--- src/sv/ldq_pkg.sv ---
// Package for the linear array deque.
// Holds the command and status codes, the beat payload types and the
// controller-to-datapath command and status structs. Depends on nothing.
package ldq_pkg;

    localparam logic [1:0] CMD_PUSH_FRONT = 2'd0;
    localparam logic [1:0] CMD_PUSH_BACK  = 2'd1;
    localparam logic [1:0] CMD_POP_FRONT  = 2'd2;
    localparam logic [1:0] CMD_POP_BACK   = 2'd3;

    localparam logic [1:0] STAT_DONE    = 2'd0;
    localparam logic [1:0] STAT_NO_ROOM = 2'd1;
    localparam logic [1:0] STAT_EMPTY   = 2'd2;

    typedef struct packed {
        logic [1:0]         command;
        logic signed [31:0] value;
    } t_in_beat;

    typedef struct packed {
        logic signed [31:0] data;
        logic [1:0]         status;
        logic               now_empty;
        logic               now_full;
    } t_out_beat;

    // Commands from the controller to the datapath.
    typedef struct packed {
        logic load;
        logic exec;
        logic fetch;
    } t_dp_cmd;

    // Status from the datapath to the controller.
    typedef struct packed {
        logic pop_ok;
    } t_dp_stat;

endpackage

--- src/sv/linear_array_deque.sv ---
// Top level of the linear array deque: joins the controller and datapath.
// Uses ldq_pkg, ldq_ctrl and ldq_dp.
//
// Usage: each input beat carries a command (push front, push back, pop
// front, pop back) and a value that only pushes use. Every input beat
// yields exactly one output beat with the popped data (0 unless a pop
// succeeded), a status code and the empty and full flags after the step.
// The store is linear: on a non-empty queue, a push at the front fails once the front is at
// slot 0 and a push at the back fails once the back is at the last slot.
// Timing: one item is in flight at a time. A push or a failed pop goes
// from acceptance through the execute state to the result; a successful
// pop also passes the fetch state for the registered read of the element
// store. The next input beat is taken in the cycle after the result is
// taken. While the receiver stalls, the result beat holds and input stays
// stalled.
// Reset (synchronous, active low) empties the queue; store contents are
// not cleared and need not be, as only written slots reach the output.
module linear_array_deque
    import ldq_pkg::*;
#(
    parameter int DEPTH = 16
)
(
    input  logic      i_clk,
    input  logic      i_rst_n,
    input  logic      i_in_valid,
    output logic      o_in_stall,
    input  t_in_beat  i_in_data,
    output logic      o_out_valid,
    input  logic      i_out_stall,
    output t_out_beat o_out_data
);

    t_dp_cmd  dp_cmd;
    t_dp_stat dp_stat;

    ldq_ctrl u_ctrl (
        .i_clk       (i_clk),
        .i_rst_n     (i_rst_n),
        .i_in_valid  (i_in_valid),
        .o_in_stall  (o_in_stall),
        .o_out_valid (o_out_valid),
        .i_out_stall (i_out_stall),
        .i_stat      (dp_stat),
        .o_cmd       (dp_cmd)
    );

    ldq_dp #(
        .DEPTH (DEPTH)
    ) u_dp (
        .i_clk   (i_clk),
        .i_rst_n (i_rst_n),
        .i_in    (i_in_data),
        .i_cmd   (dp_cmd),
        .o_stat  (dp_stat),
        .o_out   (o_out_data)
    );

endmodule

--- src/sv/ldq_ctrl.sv ---
// Controller state machine of the linear array deque.
// Sequences load, execute, read fetch and result hand-off. Uses ldq_pkg.
module ldq_ctrl
    import ldq_pkg::*;
(
    input  logic     i_clk,
    input  logic     i_rst_n,
    input  logic     i_in_valid,
    output logic     o_in_stall,
    output logic     o_out_valid,
    input  logic     i_out_stall,
    input  t_dp_stat i_stat,
    output t_dp_cmd  o_cmd
);

    localparam logic [1:0] ST_IDLE  = 2'd0;
    localparam logic [1:0] ST_EXEC  = 2'd1;
    localparam logic [1:0] ST_FETCH = 2'd2;
    localparam logic [1:0] ST_OUT   = 2'd3;

    logic [1:0] r_state;
    logic [1:0] n_state;

    always_comb begin
        n_state = r_state;
        case (r_state)
            ST_IDLE: begin
                if (i_in_valid) begin
                    n_state = ST_EXEC;
                end
            end
            ST_EXEC: begin
                // A successful pop goes through the fetch state for the store read.
                n_state = i_stat.pop_ok ? ST_FETCH : ST_OUT;
            end
            ST_FETCH: begin
                n_state = ST_OUT;
            end
            ST_OUT: begin
                if (!i_out_stall) begin
                    n_state = ST_IDLE;
                end
            end
            default: begin
                n_state = ST_IDLE;
            end
        endcase
    end

    always_ff @(posedge i_clk) begin
        if (!i_rst_n) begin
            r_state <= ST_IDLE;
        end else begin
            r_state <= n_state;
        end
    end

    assign o_in_stall  = (r_state != ST_IDLE);
    assign o_out_valid = (r_state == ST_OUT);
    assign o_cmd.load  = (r_state == ST_IDLE) && i_in_valid;
    assign o_cmd.exec  = (r_state == ST_EXEC);
    assign o_cmd.fetch = (r_state == ST_FETCH);

    a_load_then_exec: assert property (@(posedge i_clk) disable iff (!i_rst_n)
        o_cmd.load |=> o_cmd.exec)
        else $error("load beat not followed by execute");

    a_exec_then_result: assert property (@(posedge i_clk) disable iff (!i_rst_n)
        o_cmd.exec |=> (o_cmd.fetch || o_out_valid))
        else $error("execute not followed by fetch or result");

    a_one_at_a_time: assert property (@(posedge i_clk) disable iff (!i_rst_n)
        o_out_valid |-> o_in_stall)
        else $error("input accepted while a result is pending");

endmodule

--- src/sv/ldq_dp.sv ---
// Datapath of the linear array deque: element store, end pointers,
// command decode and result register. Uses ldq_pkg.
module ldq_dp
    import ldq_pkg::*;
#(
    parameter int DEPTH = 16
)
(
    input  logic      i_clk,
    input  logic      i_rst_n,
    input  t_in_beat  i_in,
    input  t_dp_cmd   i_cmd,
    output t_dp_stat  o_stat,
    output t_out_beat o_out
);

    localparam int PTR_W = (DEPTH > 1) ? $clog2(DEPTH) : 1;
    localparam logic [PTR_W-1:0] LAST = PTR_W'(DEPTH - 1);

    logic signed [31:0] mem [DEPTH];

    logic [PTR_W-1:0]   r_front;
    logic [PTR_W-1:0]   r_back;
    logic               r_empty;
    logic [PTR_W-1:0]   n_front;
    logic [PTR_W-1:0]   n_back;
    logic               n_empty;

    logic [1:0]         r_cmd;
    logic signed [31:0] r_val;
    logic signed [31:0] r_rd_data;
    t_out_beat          r_out;

    logic [1:0]         stat_code;
    logic               wr_en;
    logic [PTR_W-1:0]   wr_addr;
    logic [PTR_W-1:0]   rd_addr;
    logic               pop_ok;
    logic               full_after;

    always_comb begin
        n_front   = r_front;
        n_back    = r_back;
        n_empty   = r_empty;
        stat_code = STAT_DONE;
        wr_en     = 1'b0;
        wr_addr   = r_front;
        pop_ok    = 1'b0;
        case (r_cmd)
            CMD_PUSH_FRONT, CMD_PUSH_BACK: begin
                if (r_empty) begin
                    // The first element always lands in slot 0.
                    wr_en   = 1'b1;
                    wr_addr = '0;
                    n_front = '0;
                    n_back  = '0;
                    n_empty = 1'b0;
                end else if (r_cmd == CMD_PUSH_FRONT) begin
                    if (r_front != '0) begin
                        n_front = r_front - PTR_W'(1);
                        wr_addr = n_front;
                        wr_en   = 1'b1;
                    end else begin
                        stat_code = STAT_NO_ROOM;
                    end
                end else begin
                    if (r_back != LAST) begin
                        n_back  = r_back + PTR_W'(1);
                        wr_addr = n_back;
                        wr_en   = 1'b1;
                    end else begin
                        stat_code = STAT_NO_ROOM;
                    end
                end
            end
            CMD_POP_FRONT, CMD_POP_BACK: begin
                if (r_empty) begin
                    stat_code = STAT_EMPTY;
                end else begin
                    pop_ok = 1'b1;
                    if (r_front == r_back) begin
                        n_empty = 1'b1;
                        n_front = '0;
                        n_back  = '0;
                    end else if (r_cmd == CMD_POP_FRONT) begin
                        n_front = r_front + PTR_W'(1);
                    end else begin
                        n_back = r_back - PTR_W'(1);
                    end
                end
            end
            default: begin
            end
        endcase
    end

    assign rd_addr    = (r_cmd == CMD_POP_FRONT) ? r_front : r_back;
    assign full_after = !n_empty && (n_front == '0) && (n_back == LAST);

    always_ff @(posedge i_clk) begin
        if (!i_rst_n) begin
            r_front <= '0;
            r_back  <= '0;
            r_empty <= 1'b1;
        end else if (i_cmd.exec) begin
            r_front <= n_front;
            r_back  <= n_back;
            r_empty <= n_empty;
        end
    end

    always_ff @(posedge i_clk) begin
        if (i_cmd.exec && wr_en) begin
            mem[wr_addr] <= r_val;
        end
        if (i_cmd.exec) begin
            r_rd_data <= mem[rd_addr];
        end
    end

    always_ff @(posedge i_clk) begin
        if (i_cmd.load) begin
            r_cmd <= i_in.command;
            r_val <= i_in.value;
        end
        if (i_cmd.exec) begin
            r_out.data      <= '0;
            r_out.status    <= stat_code;
            r_out.now_empty <= n_empty;
            r_out.now_full  <= full_after;
        end
        if (i_cmd.fetch) begin
            r_out.data <= r_rd_data;
        end
    end

    assign o_stat.pop_ok = pop_ok;
    assign o_out         = r_out;

    a_empty_at_origin: assert property (@(posedge i_clk) disable iff (!i_rst_n)
        r_empty |-> (r_front == '0 && r_back == '0))
        else $error("empty queue with pointers away from slot 0");

    a_ends_ordered: assert property (@(posedge i_clk) disable iff (!i_rst_n)
        !r_empty |-> (r_front <= r_back))
        else $error("front pointer passed the back pointer");

    a_back_in_range: assert property (@(posedge i_clk) disable iff (!i_rst_n)
        r_back <= LAST)
        else $error("back pointer beyond the last slot");

endmodule
--- config.mk ---
export PLATFORM = sky130hd
export DESIGN_NAME = linear_array_deque
export DESIGN_NICKNAME = d
export VERILOG_FILES = /design/src/sv/ldq_pkg.sv /design/src/sv/linear_array_deque.sv /design/src/sv/ldq_ctrl.sv /design/src/sv/ldq_dp.sv
export SDC_FILE = /design/constraint.sdc
export NUM_CORES = 1
export LEC_CHECK = 0
export ABC_AREA = 0
export BUFFER_PORTS_ARGS = -buffer_cell sky130_fd_sc_hd__buf_4
export CAP_MARGIN = 5
export CORE_ASPECT_RATIO = 0.9
export CORE_MARGIN = 4
export CORE_UTILIZATION = 64
export CTS_BUF_LIST = sky130_fd_sc_hd__clkbuf_8
export DETAILED_ROUTE_END_ITERATION = 12
export PLACE_DENSITY = 0.86
export SYNTH_ARGS = -nofsm -noshare
export SYNTH_HDL_FRONTEND = slang
export SYNTH_SLANG_ARGS = --single-unit
--- constraint.sdc ---
create_clock -name i_clk -period 5.6 [get_ports i_clk]
set_input_delay 0.28 -clock i_clk [delete_from_list [all_inputs] [get_ports i_clk]]
set_output_delay 0.28 -clock i_clk [all_outputs]
set_load 0.01 [all_outputs]
==> run_results.csv, run 1 <==
group,metric,value,unit
status,status,"finished clean",
clocking,cts-resized-gates,0,
floorplan,die_w,213,um
detailed_routing,dr.first_iter.drc_count,2128,
setup_path,crit_required,5980,ps
logic_synthesis,synth_top_area_frac,0.760,
setup_path,path_max_fanout,28,
cells_and_area,finish.utilization,0.735,
logic_synthesis,netlist_area,0.0243,mm^2
logic_synthesis,synth_top_family_by_area,"simple AND/OR/NAND/NOR gates",
logic_synthesis,synth-edff-count,614,
setup_path,r2r_slack,1240,ps
sta,final_hold_viol_count,0,
cells_and_area,antennaDiodeCount,0,
logic_synthesis,synth_fp_nets,1545,
clocking,cts_max_path_buffers,3,
floorplan,die_area,0.0411,mm^2
sta,fin_skew,37.8,ps
worst_hold_path,hp-start,"i_in_valid",
clocking,cts_root_buf,"clkbuf_8",
logic_synthesis,yosys_most_used_dff,"edfxtp_1",
detailed_routing,via_count,14200,
sta,rsz0062_at_grt,"false",
logic_synthesis,synthXorXnorAreaFrac,0.00216,
sta,min_period,4360,ps
detailed_routing,finalWirelength,56200,um
sta,fmax,229,MHz
sta,period_share,0.778,
placement,port_buffers,75,
worst_hold_path,min_to,"u_ctrl.r_state[0]",
setup_path,r2r-end,"u_dp.r_rd_data[30]",
floorplan,ios,76,
clocking,clk_pin_slew,70,ps
job,drv_cap,0,
sta,setup_violations,0,
detailed_routing,viasPerCell,6.47,
logic_synthesis,synth_fa_ha_area_frac,0.00464,
logic_synthesis,ys_ff_latch,625,
setup_path,worst-setup-path-type,"reg -> reg",
sta,setup_tns,0,ps
logic_synthesis,ys_seq_area_frac,0.769,
floorplan,fp-row-count,67,
logic_synthesis,synthCells,1498,
setup_path,cp-start-kind,"flip-flop",
setup_path,arrival,4730,ps
clocking,htreeDepth,3,
logic_synthesis,syn_avg_cell_area,16.2,um^2
worst_hold_path,min_path_type,"in -> reg",
logic_synthesis,synth_area_leader_cell,"edfxtp_1",
floorplan,start_util,0.651,
global_routing,grt-ovfl-total,0,
floorplan,die_y,193,um
placement,hpwl,30700,um
logic_synthesis,synth_cell_types,59,
sta,slew_viol_final,0,
setup_path,cp-end-kind,"flip-flop",
placement,placed_cell_area,0.0255,mm^2
worst_hold_path,hold-path-cell-count,4,
logic_synthesis,synth_warnings,0,
clocking,cts_inserted_buffers,90,
floorplan,design.core.area,0.0373,mm^2
detailed_routing,ant_nets,0,
global_routing,antenna_found_initial,1,
cells_and_area,drive_above_1_share,0.188,
logic_synthesis,netlist_top_cells_area,"edfxtp_1 76%, mux4_2 5.9%, nand2_1 4.2%, nand3_1 2.7%, a22oi_1 1.1%",
global_routing,first_global_vias,14400,
power,power.density,396,mW/mm^2
global_routing,grt_pass1_wl,85600,um
clocking,clock_latency,670,ps
cells_and_area,fin_cells,2199,
sta,slew_headroom,0.261,
power,p_leak,0.00916,uW
detailed_routing,wl_per_cell,25.5,um
power,p_total,10800,uW
global_routing,grt_max_degree,129,
cells_and_area,most-common-layout-cells,"614 x edfxtp_1, 270 x nand2_1, 132 x nand3_1",
cells_and_area,syn2layout_area_growth,13.0,%
sta,worstMarginPinSlew,1110,ps
setup_path,reg2regPathDepth,7,
clocking,cts.sinks,625,
setup_path,regToRegStartpoint,"u_dp.r_cmd[1]",
placement,gp_congestion,0.834,
power,irDropWorstVdd,293,uV
cells_and_area,final_nets,1696,
logic_synthesis,synth_async_sr_flop_share,0,
cells_and_area,mostFrequentLayoutCell,"edfxtp_1",
clocking,cts_tree,"done",
global_routing,grt_usage,0.280,
detailed_routing,firstDrtPassIters,6,
cells_and_area,final_area,0.0274,mm^2
logic_synthesis,synthSimpleGateAreaFrac,0.104,
detailed_routing,drcViolationCount,0,
placement,dpl.cell_count,2004,
logic_synthesis,synth-compound-area-share,0.0339,
logic_synthesis,muxShareOfSynthArea,0.0659,
report_power, final:
group          internal [uW]  switching [uW]  leakage, uW
sequential              5880             371      0.00567
clock                   1570            1670     0.000912
combinational            462             894      0.00257
state kept, by name (all words and copies together) (netlist names):
register        flops
u_dp.r_cmd          2
u_dp.r_rd_data     32
u_dp.mem          512
u_ctrl.r_state      2
u_dp.r_front        4
u_dp.r_empty        1
u_dp.r_val         32
u_dp.r_back         4
u_dp.o_out         36
metal layers:
layer / track usage / share of wire / vias up
li1: - / - / 6052
met1: 0.383 / 0.36 / 7059
met2: 0.452 / 0.50 / 975
met3: 0.0624 / 0.11 / 152
met4: 0.104 / 0.030 / 0
met5: 0 / 0 / -
per-stage QoR:
stage | hold WS [ps] | setup slack (ps)
3_3_place_gp | 458 | 1630
4_1_cts | 83.5 | 1370
6_report | 134 | 1240
2_1_floorplan | 356 | 1590
3_5_place_dp | 459 | 1490
5_1_grt | 158 | 1170
final cells by class:
| class | instances | area, um^2 |
|---|---|---|
| Clock inverter | 68 | 327 |
| Multi-Input combinational cell | 771 | 5290 |
| Tap cell | 483 | 604 |
| Fill cell | 2039 | 9890 |
| Inverter | 13 | 48.8 |
| Timing Repair Buffer | 148 | 1240 |
| Sequential cell | 625 | 18700 |
| Clock buffer | 91 | 1250 |
cell families after synthesis:
logic type / after synthesis
buffers and inverters: 102
multiplexers: 79
AO/OA/AOI/OAI: 127
XOR/XNOR: 6
flip-flops: 625
adder cells (fa/ha/maj): 9
AND/OR/NAND/NOR: 550
synthesized netlist by cell type, types with 11 or more instances:
library cell    n
nand2_1       270
buf_2          33
inv_1          13
o21ai_1        31
and2_1         37
o21ai_0        17
edfxtp_1      614
a22oi_1        35
nand3_1       132
mux4_2         64
mux2i_1        11
clkbuf_1       40
nor2_1         37
nand4_1        36
a21oi_1        15
dfxtp_1        11
what timing repair did:
| item | in CTS | in global routing |
|---|---|---|
| buffers inserted | 0 | 0 |
| hold buffers | 36 | 0 |
| endpoints found under the hold margin | 41 | 0 |
how the worst max path moves through the flow:
stage / startpoint / endpoint / cells past startpoint
5_1_grt: u_dp.r_cmd[1] / u_dp.r_rd_data[30] / 7
3_3_place_gp: u_dp.r_cmd[1] / u_dp.r_rd_data[27] / 7
6_report: u_dp.r_cmd[1] / u_dp.r_rd_data[30] / 7
2_1_floorplan: u_ctrl.r_state[1] / u_dp.mem[9][0] / 8
4_1_cts: u_dp.r_cmd[1] / u_dp.r_rd_data[30] / 7
3_5_place_dp: u_dp.r_cmd[1] / u_dp.r_rd_data[29] / 7
critical path, cell delays in order, from the launching register on:
cell      delay, ps
edfxtp_1        960
nand2b_1        610
mux2i_4         990
and2_1          530
buf_4           480
nand3_1         210
nand4_1         200
o21ai_0          90
Power figures use the tool's default switching activity.
==> inputs of run 2 (changes only) <==
--- a/config.mk
+++ b/config.mk
@@ -5,7 +5,7 @@
 export SDC_FILE = /design/constraint.sdc
 export NUM_CORES = 1
 export LEC_CHECK = 0
-export ABC_AREA = 0
+export ABC_AREA = 1
 export BUFFER_PORTS_ARGS = -buffer_cell sky130_fd_sc_hd__buf_4
 export CAP_MARGIN = 5
 export CORE_ASPECT_RATIO = 0.9
==> constraint.sdc (replaced) <==
create_clock -name i_clk -period 4.45 [get_ports i_clk]
set_input_delay 0.2225 -clock i_clk [delete_from_list [all_inputs] [get_ports i_clk]]
set_output_delay 0.2225 -clock i_clk [all_outputs]
set_load 0.01 [all_outputs]
==> run_results.csv, run 2 <==
group,metric,value,unit
detailed_routing,viasPerCell,6.09,
sta,rsz0062_at_grt,"false",
detailed_routing,dr.max_layer_used,"met4",
sta,fin_skew,38.2,ps
status,status,"finished clean",
detailed_routing,route.met3.wl,5430,um
floorplan,start_util,0.652,
sta,min_period,3360,ps
floorplan,die_area,0.0425,mm^2
logic_synthesis,synth_async_sr_flop_share,0,
logic_synthesis,post-synth-top-count-cell,"edfxtp_1",
logic_synthesis,synth_fp_nets,1962,
global_routing,grt-ovfl-total,0,
clocking,clock_latency,690,ps
sta,period_share,0.754,
sta,final_hold_viol_count,0,
cells_and_area,fin_cells,2642,
detailed_routing,via_count,16100,
setup_path,cp-start-kind,"flip-flop",
cells_and_area,multi_input_area,0.00530,mm^2
clocking,cts.sinks,625,
floorplan,die_y,196,um
cells_and_area,mostFrequentLayoutCell,"edfxtp_1",
detailed_routing,wl_per_cell,22.2,um
sta,slew_viol_final,0,
worst_hold_path,min_path_type,"in -> reg",
sta,setup_tns,0,ps
placement,gp_congestion,0.848,
floorplan,ios,76,
detailed_routing,wl_met1,23000,um
cells_and_area,largest-register,"u_dp.mem",
floorplan,die_w,217,um
global_routing,grt_usage,0.276,
clocking,cts_tree,"done",
detailed_routing,finalWirelength,58800,um
placement,hpwl,32800,um
global_routing,grt_max_degree,131,
cells_and_area,antennaDiodeCount,0,
cells_and_area,final_nets,2093,
logic_synthesis,synth_warnings,0,
floorplan,fp-row-count,68,
clocking,cts_inserted_buffers,94,
logic_synthesis,synthCells,1915,
logic_synthesis,synth_common_cells,"614 x edfxtp_1, 269 x nand2_1, 258 x o211ai_1",
job,drv_cap,0,
logic_synthesis,synth-edff-count,614,
logic_synthesis,netlist_top_cells_area,"edfxtp_1 73%, o211ai_1 7.7%, nand2_1 4.0%, inv_1 2.9%, o21ai_0 2.8%",
logic_synthesis,ys_seq_area_frac,0.743,
cells_and_area,syn2layout_area_growth,13.0,%
setup_path,worst-setup-path-type,"reg -> reg",
clocking,cts_max_path_buffers,3,
floorplan,design.core.area,0.0385,mm^2
setup_path,path_max_fanout,12,
clocking,htreeDepth,3,
cells_and_area,most-common-layout-cells,"614 x edfxtp_1, 269 x nand2_1, 258 x o211ai_1",
clocking,cts-resized-gates,0,
worst_hold_path,hold-path-cell-count,2,
power,p_total,17300,uW
logic_synthesis,synth_area_leader_cell,"edfxtp_1",
logic_synthesis,syn_avg_cell_area,13.1,um^2
cells_and_area,drive_above_1_share,0.119,
power,irDropWorstVdd,446,uV
placement,dpl.cell_count,2437,
setup_path,crit_required,4820,ps
cells_and_area,n_fill_cell,2325,
sta,hold_ws,243,ps
detailed_routing,dr.first_iter.drc_count,2146,
setup_path,reg2regPathDepth,10,
sta,worstMarginPinSlew,1030,ps
logic_synthesis,yosys_most_used_dff,"edfxtp_1",
global_routing,first_global_vias,15800,
cells_and_area,seq_area,0.0187,mm^2
setup_path,cp-end-kind,"flip-flop",
detailed_routing,drcViolationCount,0,
global_routing,antenna_found_initial,0,
power,power.density,610,mW/mm^2
setup_path,arrival,3720,ps
power,p_leak,0.0104,uW
detailed_routing,ant_nets,0,
sta,setup_violations,0,
detailed_routing,firstDrtPassIters,5,
detailed_routing,wl_met2,28800,um
sta,slew_headroom,0.311,
placement,port_buffers,75,
logic_synthesis,netlist_area,0.0251,mm^2
logic_synthesis,synth_cell_types,32,
clocking,clk_pin_slew,60,ps
logic_synthesis,synth_top_area_frac,0.734,
logic_synthesis,ys_ff_latch,625,
sta,fmax,298,MHz
global_routing,grt_pass1_wl,90300,um
clocking,cts_root_buf,"clkbuf_8",
cells_and_area,largest_reg_flops,512,
## run 2: power by group
| part | total (uW) | leakage, uW | switching, uW | internal, uW |
|---|---|---|---|---|
| Combinational | 5150 | 0.00374 | 3590 | 1560 |
| Clock | 4180 | 0.000992 | 2130 | 2050 |
| Sequential | 8000 | 0.00567 | 497 | 7500 |
| Total | 17300 | 0.0104 | 6220 | 11100 |
## run 2: kinds of logic after synthesis
group / share of synthesized area
AO/OA/AOI/OAI: 0.112
XOR/XNOR: 0.000698
adder cells (fa/ha/maj): 0.00448
buffers and inverters: 0.0530
flip-flops: 0.743
AND/OR/NAND/NOR: 0.0870
## run 2: path summary, 6_finish.rpt
check,slack [ps],endpoint,startpoint
max reg2reg,1090,u_dp.mem[0][12],u_dp.r_front[1]
min reg2reg,490,u_dp.o_out[13],u_dp.r_rd_data[9]
max,1090,u_dp.mem[0][12],u_dp.r_front[1]
min,240,u_dp.r_val[3],i_in_data[3]
## run 2: cell type report
class                           instances  area share
Timing Repair Buffer                  149      0.0485
Sequential cell                       625       0.657
Clock buffer                           95      0.0461
Multi-Input combinational cell        979       0.187
Inverter                              197      0.0261
Clock inverter                         72      0.0120
Tap cell                              525      0.0231
## run 2: repair_timing
item / CTS / global route
hold buffers: 38 / 0
setup buffers: 0 / 0
hold endpoints to repair: 39 / 0
## run 2: stage by stage
step | setup WS [ps] | instance area, um^2 | util
after global placement | 1220 | 26400 | 0.684
after floorplan | 678 | 25100 | -
final | 1090 | 28400 | 0.736
after CTS | 1120 | 28400 | 0.736
after global routing | 802 | 28400 | 0.736
after detailed placement | 1150 | 26400 | 0.684
## run 2: critical path, stage by stage, from the launching register on
cell	delay, ps
dfxtp_1	540
inv_1	170
ha_1	260
nand2_1	120
nor2_1	70
o211ai_1	230
nand3_1	180
nor2_1	200
nand3_1	350
nor2_4	580
buf_4	330
## run 2: layer usage
metal,up-vias,global-route usage
met4,0,0.0975
met3,123,0.0494
met1,7805,0.385
met2,932,0.447
li1,7226,-
met5,-,0
==> inputs of run 3 (changes only) <==
--- a/config.mk
+++ b/config.mk
@@ -10,10 +10,10 @@
 export CAP_MARGIN = 5
 export CORE_ASPECT_RATIO = 0.9
 export CORE_MARGIN = 4
-export CORE_UTILIZATION = 64
+export CORE_UTILIZATION = 58
 export CTS_BUF_LIST = sky130_fd_sc_hd__clkbuf_8
 export DETAILED_ROUTE_END_ITERATION = 12
-export PLACE_DENSITY = 0.86
+export PLACE_DENSITY = 0.82
 export SYNTH_ARGS = -nofsm -noshare
 export SYNTH_HDL_FRONTEND = slang
 export SYNTH_SLANG_ARGS = --single-unit
==> constraint.sdc (replaced) <==
create_clock -name i_clk -period 2.79 [get_ports i_clk]
set_input_delay 0.1395 -clock i_clk [delete_from_list [all_inputs] [get_ports i_clk]]
set_output_delay 0.1395 -clock i_clk [all_outputs]
set_load 0.01 [all_outputs]
==> run_results.csv, run 3 (synthesis results as in run 2) <==
group,metric,value,unit
status,status,"finished clean",
detailed_routing,wl_per_cell,21.5,um
setup_path,r2r-end,"u_dp.mem[8][20]",
cells_and_area,drive_above_1_share,0.145,
global_routing,grt_usage,0.253,
power,irDropWorstVdd,584,uV
sta,rsz0062_at_grt,"true",
setup_path,path_max_fanout,25,
setup_path,reg2regPathDepth,11,
global_routing,grt-ovfl-total,0,
placement,dpl.cell_count,2509,
placement,hpwl,34500,um
sta,fin_ws,183,ps
detailed_routing,via_count,16100,
sta,worstMarginPinSlew,710,ps
setup_path,cp-start-kind,"flip-flop",
clocking,cts_max_path_buffers,3,
setup_path,arrival,2960,ps
setup_path,critPathSlowestCell,"dfxtp_2",
detailed_routing,ant_nets,0,
cells_and_area,final_nets,2140,
floorplan,die_area,0.0467,mm^2
detailed_routing,drcViolationCount,0,
job,drv_cap,0,
detailed_routing,viasPerCell,5.91,
floorplan,die_w,227,um
sta,hold_ws,183,ps
clocking,clk_pin_slew,60,ps
placement,port_buffers,75,
sta,period_share,0.934,
setup_path,cpMostUsedCell,"nand2_1",
cells_and_area,fin_cells,2721,
sta,final_hold_viol_count,0,
floorplan,design.core.area,0.0429,mm^2
cells_and_area,most-common-layout-cells,"614 x edfxtp_1, 268 x nand2_1, 258 x o211ai_1",
placement,dpl_worst_slack,112,ps
placement,placed_cell_area,0.0270,mm^2
detailed_routing,dr.first_iter.drc_count,1853,
setup_path,crit_end,"u_dp.mem[8][20]",
setup_path,crit_required,3140,ps
global_routing,grt_max_degree,68,
setup_path,cpPeakStageDelay,370,ps
setup_path,worst-setup-path-type,"reg -> reg",
cells_and_area,final_area,0.0293,mm^2
clocking,cts_tree,"done",
floorplan,ios,76,
detailed_routing,firstDrtPassIters,6,
clocking,cts_root_buf,"clkbuf_8",
sta,setup_violations,0,
worst_hold_path,min_path_type,"in -> reg",
sta,slew_viol_final,0,
floorplan,fp-row-count,72,
setup_path,cp-end-kind,"flip-flop",
floorplan,die_y,205,um
placement,gp_congestion,0.845,
power,power.density,987,mW/mm^2
sta,min_period,2610,ps
clocking,cts_inserted_buffers,96,
global_routing,first_global_vias,16100,
cells_and_area,mostFrequentLayoutCell,"edfxtp_1",
setup_path,regToRegStartpoint,"u_dp.r_back[0]",
detailed_routing,finalWirelength,58600,um
sta,setup_tns,0,ps
clocking,htreeDepth,3,
cells_and_area,largest-register,"u_dp.mem",
clocking,clock_latency,680,ps
power,p_leak,0.0108,uW
sta,fin_skew,22.6,ps
setup_path,path_cells,"ha_1, nand3_1, nand2_1, o21ai_0, inv_1, o311ai_1, nand2_1, inv_1, nand2_1, nor2_4, buf_12",
sta,slew_headroom,0.527,
cells_and_area,antennaDiodeCount,0,
clocking,cts.sinks,625,
global_routing,antenna_found_initial,0,
floorplan,start_util,0.586,
global_routing,grt_pass1_wl,90200,um
sta,fmax,384,MHz
setup_path,r2r_slack,180,ps
setup_path,cp-startpoint,"u_dp.r_back[0]",
cells_and_area,syn2layout_area_growth,16.7,%
cells_and_area,largest_reg_flops,512,
-- run 3: changes by cell type in the layout (fill, tap and decap cells not counted), sizes merged --
cell,before,now
inv,242,225
buf,111,156
clkinv,25,36
clkbuf,95,97
bufinv,1,8
clkinvlp,1,2
-- run 3: worst max-delay path, delay by kind of cell, from the launching register on --
family                   cells  cell delay (ps)
AO/OA/AOI/OAI                2              250
adder cells (fa/ha/maj)      1              230
buffers and inverters        3              420
flip-flops                   1              370
AND/OR/NAND/NOR              5             1000
-- run 3: how the worst min path moves through the flow --
stage | startpoint | endpoint | slack (ps) | depth (start not counted)
3_5_place_dp | i_in_data[12] | u_dp.r_val[12] | 320 | 1
2_1_floorplan | i_rst_n | u_dp.r_empty | 240 | 1
3_3_place_gp | i_in_data[7] | u_dp.r_val[7] | 320 | 1
4_1_cts | i_in_data[12] | u_dp.r_val[12] | 130 | 2
6_report | i_in_data[11] | u_dp.r_val[11] | 180 | 2
5_1_grt | i_in_data[19] | u_dp.r_val[19] | 150 | 2
-- run 3: layer usage --
metal,routed length (um),GRT usage,vias up
met2,28800,0.409,765
met4,2110,0.106,0
met1,23200,0.344,7868
met5,0,0,-
li1,-,-,7324
met3,4490,0.0471,134
-- run 3: power by group --
group,internal (uW),switching (uW)
Clock,4000,3460
Sequential,12000,723
Combinational,2890,5910
-- run 3: final cells by class --
| class | instances | area (um^2) |
|---|---|---|
| clock inverter | 74 | 544 |
| multi-input combinational | 979 | 5310 |
| sequential | 625 | 18700 |
| inverter | 197 | 739 |
| timing repair buffer | 194 | 2030 |
| clock buffer | 97 | 1340 |
| fill | 2821 | 13600 |
| tap | 555 | 694 |
-- run 3: what timing repair did --
| item | 4_1_cts | 5_1_grt |
|---|---|---|
| endpoints found under the hold margin | 44 | 0 |
| resized for setup | 0 | 3 |
| hold buffers | 38 | 0 |
| setup endpoints to repair | 0 | 512 |
| buffers inserted | 0 | 3 |
-- run 3: per-stage QoR --
step	utilization	total power, uW
finish	0.683	28900
global route	0.683	30400
CTS	0.683	29000
detailed placement	0.630	21500
global placement	0.630	21200
floorplan	-	18100
